<file path="config.mk">
export PLATFORM = sky130hd
export DESIGN_NAME = dukpt_future_key_engine
export DESIGN_NICKNAME = d
export VERILOG_FILES = /design/src/design/dkfe_pkg.sv /design/src/design/dkfe_des.sv /design/src/design/dukpt_future_key_engine.sv
export SDC_FILE = /design/constraint.sdc
export NUM_CORES = 2
export LEC_CHECK = 0
export ABC_AREA = 1
export BUFFER_PORTS_ARGS = -buffer_cell sky130_fd_sc_hd__buf_4
export CAP_MARGIN = 15
export CORE_ASPECT_RATIO = 1.2
export CORE_MARGIN = 8
export CORE_UTILIZATION = 25
export CTS_CLUSTER_DIAMETER = 200
export DETAILED_ROUTE_END_ITERATION = 10
export RECOVER_POWER = 50
export SYNTH_ARGS = -nofsm -noshare
export SYNTH_HDL_FRONTEND = slang
export SYNTH_SLANG_ARGS = --single-unit
</file>
<file path="constraint.sdc">
create_clock -name clock -period 10.4 [get_ports clock]
set_input_delay 0 -clock clock [delete_from_list [all_inputs] [get_ports clock]]
set_output_delay 0 -clock clock [all_outputs]
set_load 0.02 [all_outputs]
</file>
<file path="src/design/dkfe_pkg.sv">
// dkfe_pkg: shared types, codes, des tables and permutation functions
// for the dukpt future key engine; no dependencies
package dkfe_pkg;

   localparam int NUM_FUTURE_KEYS_DEF = 21;
   localparam int CNT_BITS = 21;
   localparam logic [63:0] NRKGP_MASK = 64'hC0C0C0C000000000;
   localparam logic [63:0] PIN_VARIANT = 64'h00000000000000FF;
   localparam logic [63:0] MAC_VARIANT = 64'h000000000000FF00;
   localparam int ONES_LIMIT = 10;

   localparam logic [1:0] CMD_LOAD = 2'd0;
   localparam logic [1:0] CMD_PIN = 2'd1;
   localparam logic [1:0] CMD_MAC = 2'd2;
   localparam logic [1:0] CMD_BAD = 2'd3;

   localparam logic [1:0] STATUS_OK = 2'd0;
   localparam logic [1:0] STATUS_MISSING = 2'd1;
   localparam logic [1:0] STATUS_OVERFLOW = 2'd2;

   typedef enum logic [1:0] {
      MODE_IDLE,
      MODE_LOADED,
      MODE_OVERFLOW
   } mode_type;

   typedef enum logic [2:0] {
      ST_IDLE,
      ST_LAUNCH_A,
      ST_WAIT_A,
      ST_LAUNCH_B,
      ST_WAIT_B
   } seq_state_type;

   typedef struct packed {
      logic [1:0]  command;
      logic [63:0] init_key_left;
      logic [63:0] init_key_right;
      logic [15:0] init_ksn_high;
      logic [63:0] init_ksn_low;
   } req_item_type;

   typedef struct packed {
      logic [1:0]  status;
      logic [63:0] work_key_left;
      logic [63:0] work_key_right;
      logic [15:0] ksn_high_out;
      logic [63:0] ksn_low_out;
   } rsp_item_type;

   typedef struct packed {
      logic        start;
      logic [63:0] key;
      logic [63:0] block;
   } des_cmd_type;

   localparam logic [6:0] IP_TAB [0:63] = '{
      58,50,42,34,26,18,10,2,60,52,44,36,28,20,12,4,62,54,46,38,30,22,14,6,
      64,56,48,40,32,24,16,8,57,49,41,33,25,17,9,1,59,51,43,35,27,19,11,3,
      61,53,45,37,29,21,13,5,63,55,47,39,31,23,15,7};
   localparam logic [6:0] FP_TAB [0:63] = '{
      40,8,48,16,56,24,64,32,39,7,47,15,55,23,63,31,38,6,46,14,54,22,62,30,
      37,5,45,13,53,21,61,29,36,4,44,12,52,20,60,28,35,3,43,11,51,19,59,27,
      34,2,42,10,50,18,58,26,33,1,41,9,49,17,57,25};
   localparam logic [5:0] E_TAB [0:47] = '{
      32,1,2,3,4,5,4,5,6,7,8,9,8,9,10,11,12,13,12,13,14,15,16,17,
      16,17,18,19,20,21,20,21,22,23,24,25,24,25,26,27,28,29,28,29,30,31,32,1};
   localparam logic [5:0] P_TAB [0:31] = '{
      16,7,20,21,29,12,28,17,1,15,23,26,5,18,31,10,
      2,8,24,14,32,27,3,9,19,13,30,6,22,11,4,25};
   localparam logic [6:0] PC1_TAB [0:55] = '{
      57,49,41,33,25,17,9,1,58,50,42,34,26,18,10,2,59,51,43,35,27,19,11,3,
      60,52,44,36,63,55,47,39,31,23,15,7,62,54,46,38,30,22,14,6,61,53,45,37,
      29,21,13,5,28,20,12,4};
   localparam logic [5:0] PC2_TAB [0:47] = '{
      14,17,11,24,1,5,3,28,15,6,21,10,23,19,12,4,26,8,16,7,27,20,13,2,
      41,52,31,37,47,55,30,40,51,45,33,48,44,49,39,56,34,53,46,42,50,36,29,32};

   localparam logic [3:0] SBOX [0:7][0:63] = '{
      '{14,4,13,1,2,15,11,8,3,10,6,12,5,9,0,7,0,15,7,4,14,2,13,1,10,6,12,11,9,5,3,8,
        4,1,14,8,13,6,2,11,15,12,9,7,3,10,5,0,15,12,8,2,4,9,1,7,5,11,3,14,10,0,6,13},
      '{15,1,8,14,6,11,3,4,9,7,2,13,12,0,5,10,3,13,4,7,15,2,8,14,12,0,1,10,6,9,11,5,
        0,14,7,11,10,4,13,1,5,8,12,6,9,3,2,15,13,8,10,1,3,15,4,2,11,6,7,12,0,5,14,9},
      '{10,0,9,14,6,3,15,5,1,13,12,7,11,4,2,8,13,7,0,9,3,4,6,10,2,8,5,14,12,11,15,1,
        13,6,4,9,8,15,3,0,11,1,2,12,5,10,14,7,1,10,13,0,6,9,8,7,4,15,14,3,11,5,2,12},
      '{7,13,14,3,0,6,9,10,1,2,8,5,11,12,4,15,13,8,11,5,6,15,0,3,4,7,2,12,1,10,14,9,
        10,6,9,0,12,11,7,13,15,1,3,14,5,2,8,4,3,15,0,6,10,1,13,8,9,4,5,11,12,7,2,14},
      '{2,12,4,1,7,10,11,6,8,5,3,15,13,0,14,9,14,11,2,12,4,7,13,1,5,0,15,10,3,9,8,6,
        4,2,1,11,10,13,7,8,15,9,12,5,6,3,0,14,11,8,12,7,1,14,2,13,6,15,0,9,10,4,5,3},
      '{12,1,10,15,9,2,6,8,0,13,3,4,14,7,5,11,10,15,4,2,7,12,9,5,6,1,13,14,0,11,3,8,
        9,14,15,5,2,8,12,3,7,0,4,10,1,13,11,6,4,3,2,12,9,5,15,10,11,14,1,7,6,0,8,13},
      '{4,11,2,14,15,0,8,13,3,12,9,7,5,10,6,1,13,0,11,7,4,9,1,10,14,3,5,12,2,15,8,6,
        1,4,11,13,12,3,7,14,10,15,6,8,0,5,9,2,6,11,13,8,1,4,10,7,9,5,0,15,14,2,3,12},
      '{13,2,8,4,6,15,11,1,10,9,3,14,5,0,12,7,1,15,13,8,10,3,7,4,12,5,6,11,0,14,9,2,
        7,11,4,1,9,12,14,2,0,6,10,13,15,3,5,8,2,1,14,7,4,10,8,13,15,12,9,0,3,5,6,11}};

   function automatic logic [63:0] perm_ip(input logic [63:0] x);
      logic [63:0] o;
      o = '0;
      for (int i = 0; i < 64; i++) o[63-i] = x[64-int'(IP_TAB[i])];
      return o;
   endfunction

   function automatic logic [63:0] perm_fp(input logic [63:0] x);
      logic [63:0] o;
      o = '0;
      for (int i = 0; i < 64; i++) o[63-i] = x[64-int'(FP_TAB[i])];
      return o;
   endfunction

   function automatic logic [55:0] perm_pc1(input logic [63:0] x);
      logic [55:0] o;
      o = '0;
      for (int i = 0; i < 56; i++) o[55-i] = x[64-int'(PC1_TAB[i])];
      return o;
   endfunction

   function automatic logic [47:0] perm_pc2(input logic [55:0] x);
      logic [47:0] o;
      o = '0;
      for (int i = 0; i < 48; i++) o[47-i] = x[56-int'(PC2_TAB[i])];
      return o;
   endfunction

   function automatic logic [31:0] round_f(input logic [31:0] r, input logic [47:0] sub);
      logic [47:0] e;
      logic [5:0]  six;
      logic [31:0] sout;
      logic [31:0] o;
      e = '0;
      for (int i = 0; i < 48; i++) e[47-i] = r[32-int'(E_TAB[i])];
      e = e ^ sub;
      sout = '0;
      for (int b = 0; b < 8; b++) begin
         six = e[47-6*b -: 6];
         sout[31-4*b -: 4] = SBOX[b][{six[5], six[0], six[4:1]}];
      end
      o = '0;
      for (int i = 0; i < 32; i++) o[31-i] = sout[32-int'(P_TAB[i])];
      return o;
   endfunction

endpackage

</file>
<file path="src/design/dkfe_des.sv">
// dkfe_des: iterative single des encryption, one round per cycle
// depends on dkfe_pkg for tables and round functions
module dkfe_des (
   input  logic                  clock,
   input  logic                  reset,
   input  dkfe_pkg::des_cmd_type cmd,
   output logic                  done,
   output logic [63:0]           result
);

   logic        run_ff, run_in;
   logic        done_ff, done_in;
   logic [3:0]  round_ff, round_in;
   logic [55:0] cd_ff, cd_in;
   logic [63:0] lr_ff, lr_in;
   logic        single;
   logic [27:0] c_rot, d_rot;

   always_comb begin
      single = (round_ff == 4'd0) || (round_ff == 4'd1) || (round_ff == 4'd8) ||
               (round_ff == 4'd15);
      c_rot = single ? {cd_ff[54:28], cd_ff[55]} : {cd_ff[53:28], cd_ff[55:54]};
      d_rot = single ? {cd_ff[26:0], cd_ff[27]} : {cd_ff[25:0], cd_ff[27:26]};
      run_in = run_ff;
      done_in = 1'b0;
      round_in = round_ff;
      cd_in = cd_ff;
      lr_in = lr_ff;
      if (cmd.start) begin
         run_in = 1'b1;
         round_in = '0;
         cd_in = dkfe_pkg::perm_pc1(cmd.key);
         lr_in = dkfe_pkg::perm_ip(cmd.block);
      end else if (run_ff) begin
         cd_in = {c_rot, d_rot};
         lr_in = {lr_ff[31:0],
                  lr_ff[63:32] ^ dkfe_pkg::round_f(lr_ff[31:0],
                                                   dkfe_pkg::perm_pc2({c_rot, d_rot}))};
         round_in = round_ff + 4'd1;
         if (round_ff == 4'd15) begin
            run_in = 1'b0;
            done_in = 1'b1;
         end
      end
   end

   always_ff @(posedge clock) begin
      if (reset) begin
         run_ff <= 1'b0;
         done_ff <= 1'b0;
         round_ff <= '0;
      end else begin
         run_ff <= run_in;
         done_ff <= done_in;
         round_ff <= round_in;
      end
      cd_ff <= cd_in;
      lr_ff <= lr_in;
   end

   assign done = done_ff;
   assign result = dkfe_pkg::perm_fp({lr_ff[31:0], lr_ff[63:32]});

endmodule

</file>
<file path="src/design/dukpt_future_key_engine.sv">
// dukpt_future_key_engine: originator-side dukpt key engine, top level
// depends on dkfe_pkg and dkfe_des
//
// usage: drive req_item and raise start while busy is low; the item is taken
// at that clock edge. command load installs the initial key and ksn, request
// pin or mac returns the current future key under that variant and the ksn.
// every item gives exactly one result on rsp_item, marked by rsp_strobe for a
// single cycle, in the cycle after the item is taken. the receiver cannot stall.
// busy stays high while future keys are derived into the key store: a load
// derives all 21 keys; a request that refills derives j keys (j = lowest set
// counter bit), and a request that needs no refill leaves busy low. each
// derivation is two runs of the shared des unit plus sequencing.
// reset clears the mode to not loaded, the ksn, the counter and the key valid
// bits; a request before any load answers status missing.
module dukpt_future_key_engine #(
   parameter int NUM_FUTURE_KEYS = dkfe_pkg::NUM_FUTURE_KEYS_DEF
) (
   input  logic                   clock,
   input  logic                   reset,
   input  logic                   start,
   output logic                   busy,
   input  dkfe_pkg::req_item_type req_item,
   output logic                   rsp_strobe,
   output dkfe_pkg::rsp_item_type rsp_item
);

   localparam int IDX_W = $clog2(NUM_FUTURE_KEYS);
   localparam int CB = dkfe_pkg::CNT_BITS;
   localparam logic [63:0] CNT_MASK64 = {{(64-CB){1'b0}}, {CB{1'b1}}};

   dkfe_pkg::seq_state_type state_ff, state_in;
   dkfe_pkg::mode_type      mode_ff;
   dkfe_pkg::des_cmd_type   des_cmd;
   dkfe_pkg::rsp_item_type  rsp_ff;

   logic [63:0] future_left_ff [NUM_FUTURE_KEYS];
   logic [63:0] future_right_ff [NUM_FUTURE_KEYS];
   logic [NUM_FUTURE_KEYS-1:0] valid_ff;
   logic [15:0]   ksn_top_ff;
   logic [63:0]   ksn_bot_ff;
   logic [CB-1:0] counter_ff;
   logic [63:0]   base_ff;
   logic [63:0]   kl_ff, kr_ff, right_ff;
   logic [4:0]    pos_ff;
   logic          strobe_ff;
   logic          des_done;
   logic [63:0]   des_result;
   logic          accept;
   logic [4:0]    low_bit;
   logic [IDX_W-1:0] cur_idx, wr_idx;
   logic [CB-1:0] counter_next;
   logic [63:0]   data_word, variant;

   always_comb begin
      low_bit = '0;
      for (int i = CB - 1; i >= 0; i--) begin
         if (counter_ff[i]) low_bit = 5'(i);
      end
      cur_idx = IDX_W'(NUM_FUTURE_KEYS - 1) - IDX_W'(low_bit);
      wr_idx = IDX_W'(NUM_FUTURE_KEYS - 1) - IDX_W'(pos_ff);
      if ($countones(counter_ff) < dkfe_pkg::ONES_LIMIT) begin
         counter_next = counter_ff + CB'(1);
      end else begin
         counter_next = counter_ff + (CB'(1) << low_bit);
      end
      data_word = base_ff | (64'd1 << pos_ff);
      variant = (req_item.command == dkfe_pkg::CMD_PIN) ? dkfe_pkg::PIN_VARIANT
                                                        : dkfe_pkg::MAC_VARIANT;
   end

   assign accept = start && (state_ff == dkfe_pkg::ST_IDLE);
   assign busy = (state_ff != dkfe_pkg::ST_IDLE);

   always_comb begin
      state_in = state_ff;
      des_cmd.start = 1'b0;
      des_cmd.key = kl_ff;
      des_cmd.block = data_word ^ kr_ff;
      unique case (state_ff)
         dkfe_pkg::ST_IDLE: begin
            if (accept) begin
               if (req_item.command == dkfe_pkg::CMD_LOAD) begin
                  state_in = dkfe_pkg::ST_LAUNCH_A;
               end else if (mode_ff == dkfe_pkg::MODE_LOADED &&
                            req_item.command != dkfe_pkg::CMD_BAD && valid_ff[cur_idx] &&
                            $countones(counter_ff) < dkfe_pkg::ONES_LIMIT &&
                            low_bit != 5'd0) begin
                  state_in = dkfe_pkg::ST_LAUNCH_A;
               end
            end
         end
         dkfe_pkg::ST_LAUNCH_A: begin
            des_cmd.start = 1'b1;
            state_in = dkfe_pkg::ST_WAIT_A;
         end
         dkfe_pkg::ST_WAIT_A: begin
            if (des_done) state_in = dkfe_pkg::ST_LAUNCH_B;
         end
         dkfe_pkg::ST_LAUNCH_B: begin
            des_cmd.start = 1'b1;
            des_cmd.key = kl_ff ^ dkfe_pkg::NRKGP_MASK;
            des_cmd.block = data_word ^ kr_ff ^ dkfe_pkg::NRKGP_MASK;
            state_in = dkfe_pkg::ST_WAIT_B;
         end
         dkfe_pkg::ST_WAIT_B: begin
            if (des_done) begin
               state_in = (pos_ff == 5'd0) ? dkfe_pkg::ST_IDLE : dkfe_pkg::ST_LAUNCH_A;
            end
         end
         default: state_in = dkfe_pkg::ST_IDLE;
      endcase
   end

   dkfe_des u_des (
      .clock  (clock),
      .reset  (reset),
      .cmd    (des_cmd),
      .done   (des_done),
      .result (des_result)
   );

   always_ff @(posedge clock) begin
      if (reset) begin
         state_ff <= dkfe_pkg::ST_IDLE;
         mode_ff <= dkfe_pkg::MODE_IDLE;
         valid_ff <= '0;
         ksn_top_ff <= '0;
         ksn_bot_ff <= '0;
         counter_ff <= '0;
         strobe_ff <= 1'b0;
      end else begin
         state_ff <= state_in;
         strobe_ff <= accept;
         if (accept) begin
            rsp_ff.status <= dkfe_pkg::STATUS_OK;
            rsp_ff.work_key_left <= '0;
            rsp_ff.work_key_right <= '0;
            rsp_ff.ksn_high_out <= ksn_top_ff;
            rsp_ff.ksn_low_out <= ksn_bot_ff;
            if (req_item.command == dkfe_pkg::CMD_LOAD) begin
               ksn_top_ff <= req_item.init_ksn_high;
               ksn_bot_ff <= (req_item.init_ksn_low & ~CNT_MASK64) | 64'd1;
               base_ff <= req_item.init_ksn_low & ~CNT_MASK64;
               counter_ff <= CB'(1);
               valid_ff <= '0;
               mode_ff <= dkfe_pkg::MODE_LOADED;
               kl_ff <= req_item.init_key_left;
               kr_ff <= req_item.init_key_right;
               pos_ff <= 5'(CB - 1);
               rsp_ff.ksn_high_out <= req_item.init_ksn_high;
               rsp_ff.ksn_low_out <= (req_item.init_ksn_low & ~CNT_MASK64) | 64'd1;
            end else if (req_item.command == dkfe_pkg::CMD_BAD ||
                         mode_ff == dkfe_pkg::MODE_IDLE) begin
               rsp_ff.status <= dkfe_pkg::STATUS_MISSING;
            end else if (mode_ff == dkfe_pkg::MODE_OVERFLOW) begin
               rsp_ff.status <= dkfe_pkg::STATUS_OVERFLOW;
            end else if (!valid_ff[cur_idx]) begin
               rsp_ff.status <= dkfe_pkg::STATUS_MISSING;
            end else begin
               rsp_ff.work_key_left <= future_left_ff[cur_idx] ^ variant;
               rsp_ff.work_key_right <= future_right_ff[cur_idx] ^ variant;
               kl_ff <= future_left_ff[cur_idx];
               kr_ff <= future_right_ff[cur_idx];
               base_ff <= ksn_bot_ff;
               pos_ff <= low_bit - 5'd1;
               valid_ff[cur_idx] <= 1'b0;
               counter_ff <= counter_next;
               ksn_bot_ff <= (ksn_bot_ff & ~CNT_MASK64) | {{(64-CB){1'b0}}, counter_next};
               if (counter_next == '0) mode_ff <= dkfe_pkg::MODE_OVERFLOW;
            end
         end
         if (state_ff == dkfe_pkg::ST_WAIT_B && des_done) begin
            valid_ff[wr_idx] <= 1'b1;
            if (pos_ff != 5'd0) pos_ff <= pos_ff - 5'd1;
         end
      end
      if (state_ff == dkfe_pkg::ST_WAIT_A && des_done) begin
         right_ff <= des_result ^ kr_ff;
      end
      if (state_ff == dkfe_pkg::ST_WAIT_B && des_done) begin
         future_left_ff[wr_idx] <= des_result ^ kr_ff ^ dkfe_pkg::NRKGP_MASK;
         future_right_ff[wr_idx] <= right_ff;
      end
   end

   assign rsp_strobe = strobe_ff;
   assign rsp_item = rsp_ff;

endmodule

</file>
==> flow_summary_export.csv <==
group,metric,value,unit
drt,drt_first_pass_iters,9,
place,dp.cells,19126,
drt,wl,491000,um
power_and_ir_drop,p_leak,53.8,nW
drt,first_iter_violations,11665,
synthesis,synthArstFlopShare,0,%
floorplan,die-area,0.586,mm2
place,port_buffers,395,
synthesis,ys_types,59,
critical_path,cp-end-kind,"flop",
drt,routedWlPerCell,24.6,um
grt,grt_pass1_wl,685000,um
final_layout,finalInstanceArea,0.164,mm2
synthesis,netlist_instances,11748,
run,drv_cap,25,
floorplan,io_pins,425,
synthesis,yosysWarnings,0,
clock_network,clk_pin_slew,60,ps
place,dpl_cell_area,0.152,mm2
timing,relSlewSlack,-367,%
timing,worst_pin_slew,7010,ps
grt,grt_use_total,15.9,%
clock_network,clock-sinks,3384,
critical_path,start_kind,"input pin",
status,violations,"capacitance limit, slew limit",
critical_path,critPathMaxFanout,124,
power_and_ir_drop,ir_drop,167,uV
critical_path,cp.buffers_inverters,5,
place,dp_hpwl,290000,um
drt,vias,98400,
critical_path,critPathRequiredTime,11010,ps
timing,fmax,111,MHz
critical_path,slowest_delay,4870,ps
critical_path,arrival,9590,ps
synthesis,synth_edf_count,3271,
clock_network,cts_root_buf,"clkbuf_16",
drt,drcViolationCount,0,
power_and_ir_drop,p_per_area,219,mW/mm2
clock_network,ctsHoldBuffers,276,
synthesis,yosys_register_bits,3384,
timing,rsz0062_at_grt,"false",
final_layout,layout_commonest_cell,"edfxtp_1",
synthesis,synth-seq-area-share,71.6,%
clock_network,postCtsResizedCells,0,
critical_path,critical_path_class,"in2reg",
timing,hold_viol,0,
status,status,"complete, but fails checks",
clock_network,cts_tree,"done",
floorplan,die-width,700,um
synthesis,syn_area,0.140,mm2
timing,final.period_utilization,86.3,%
final_layout,fillers,56648,
floorplan,die_y,837,um
grt,grt_max_degree,206,
grt,grt_pass1_vias,91751,
clock_network,htree_levels,5,
grt,antenna_found_initial,26,
final_layout,drive_above_1_share,7.74,%
critical_path,slowest_stage,"clkbuf_1",
drt,avgViaCountPerCell,4.92,
synthesis,avgSynthCellArea,12.0,um2
floorplan,core-area,0.560,mm2
timing,setup_viol,0,
timing,hold_slack,39.7,ps
critical_path,path_delay_family,"buffers and inverters",
clock_network,clock_latency,950,ps
critical_path,path_cells,"dlygate4sd3_1, clkbuf_1, nor2_4, dlygate4sd3_1, clkbuf_1, clkbuf_1, a21oi_1, o21ai_0, nand3_1, nor2_1, nand2_1, nand2_1, a21oi_1",
drt,antenna_left,0,
clock_network,cts_buffers,314,
synthesis,synth_fp_nets,12079,
critical_path,cpMostUsedCell,"clkbuf_1",
final_layout,syn_to_final_growth,16.9,%
final_layout,fin_nets,12630,
timing,tns,0,ps
floorplan,initial_utilization,25.1,%
final_layout,finalNonFillerCells,19981,
worst_hold_path,min_path_type,"in2reg",
final_layout,final_cell_mix,"edfxtp_1 (3,271), nor2_1 (2,069), o21ai_0 (1,556)",
place,gp_congestion,0.918,
clock_network,clock_path_buffers,4,
grt,grt-ovfl-total,0,
synthesis,synthFlopType,"edfxtp_1",
timing,fin_skew,109,ps
clock_network,postCtsSetupBuffers,0,
timing,slew_viol_final,993,
timing,min_period,8980,ps
floorplan,rows,301,
report_power, final:
group | switching [W] | internal (W)
Clock | 0.00519 | 0.00661
Combinational | 0.00545 | 0.00198
Sequential | 0.000388 | 0.0163
Total | 0.0110 | 0.0249
final timing paths:
kind / from / endpoint / slack [ps] / depth (start not counted)
min reg2reg: ksn_top_ff[11] / ksn_top_ff[11] / 450 / 2
min: req_item[181] / kl_ff[37] / 40 / 4
max: req_item[209] / mode_ff[1] / 1420 / 13
max reg2reg: ksn_bot_ff[0] / mode_ff[1] / 1520 / 34
Yosys cell counts (103+ instances only):
| master | count | area (um2) |
|---|---|---|
| o21ai_0 | 1556 | 7790 |
| a21oi_1 | 287 | 1440 |
| xor2_1 | 156 | 1370 |
| clkbuf_1 | 471 | 1770 |
| buf_2 | 159 | 796 |
| dfxtp_1 | 113 | 2260 |
| nand2_1 | 1530 | 5740 |
| o21ai_1 | 255 | 1280 |
| o22ai_1 | 496 | 3100 |
| inv_1 | 317 | 1190 |
| nor2_1 | 2090 | 7850 |
| ha_1 | 103 | 1290 |
| edfxtp_1 | 3271 | 98200 |
| nand3_1 | 326 | 1630 |
state kept, by name, indices dropped and copies added (netlist names), 16 cells and up:
register,cells
ksn_top_ff,16
base_ff,64
kl_ff,56
u_des.cd_ff,56
u_des.lr_ff,64
right_ff,64
valid_ff,21
future_right_ff,1344
ksn_bot_ff,64
kr_ff,64
future_left_ff,1344
rsp_item,210
logic make-up after synthesis:
group                    after synthesis  share of synthesized area [%]
AND/OR/NAND/NOR                     4119                           11.7
flip-flops                          3384                           71.6
AO/OA/AOI/OAI                       2835                           11.0
buffers and inverters               1047                           3.07
XOR/XNOR                             223                           1.39
adder cells (fa/ha/maj)              118                           1.13
multiplexers                          22                          0.157
metrics by stage:
stage               util, %  worst slack, ps  power, W
floorplan                 -             2880    0.0212
global placement       27.2             1480    0.0242
detailed placement     27.2             1800    0.0242
CTS                    29.5             1750    0.0360
global route           29.3              922    0.0371
finish                 29.3             1420    0.0359
area by class of cell:
class	instances	area, um2	area share [%]
diodes	12	30.0	0.0183
clock buffers	414	8610	5.24
clock inverters	149	1630	0.994
inverters	342	1340	0.815
multi-input cells	7317	36000	21.9
flip-flops and latches	3384	100000	61.2
well taps	7423	9290	5.66
repair buffers	940	6850	4.17
tightest hold or removal path, stage by stage:
cell,delay [ps]
dlygate4sd3_1,530
buf_4,100
nand2_1,110
o21ai_1,100
layer usage:
| layer | global-route usage, % | routed length, um |
|---|---|---|
| met1 | 19.4 | 183000 |
| met3 | 2.66 | 41900 |
| met2 | 26.1 | 228000 |
| met4 | 10.1 | 38400 |
| met5 | 0 | 81 |
No activity file was read; power rests on OpenSTA's default activity.
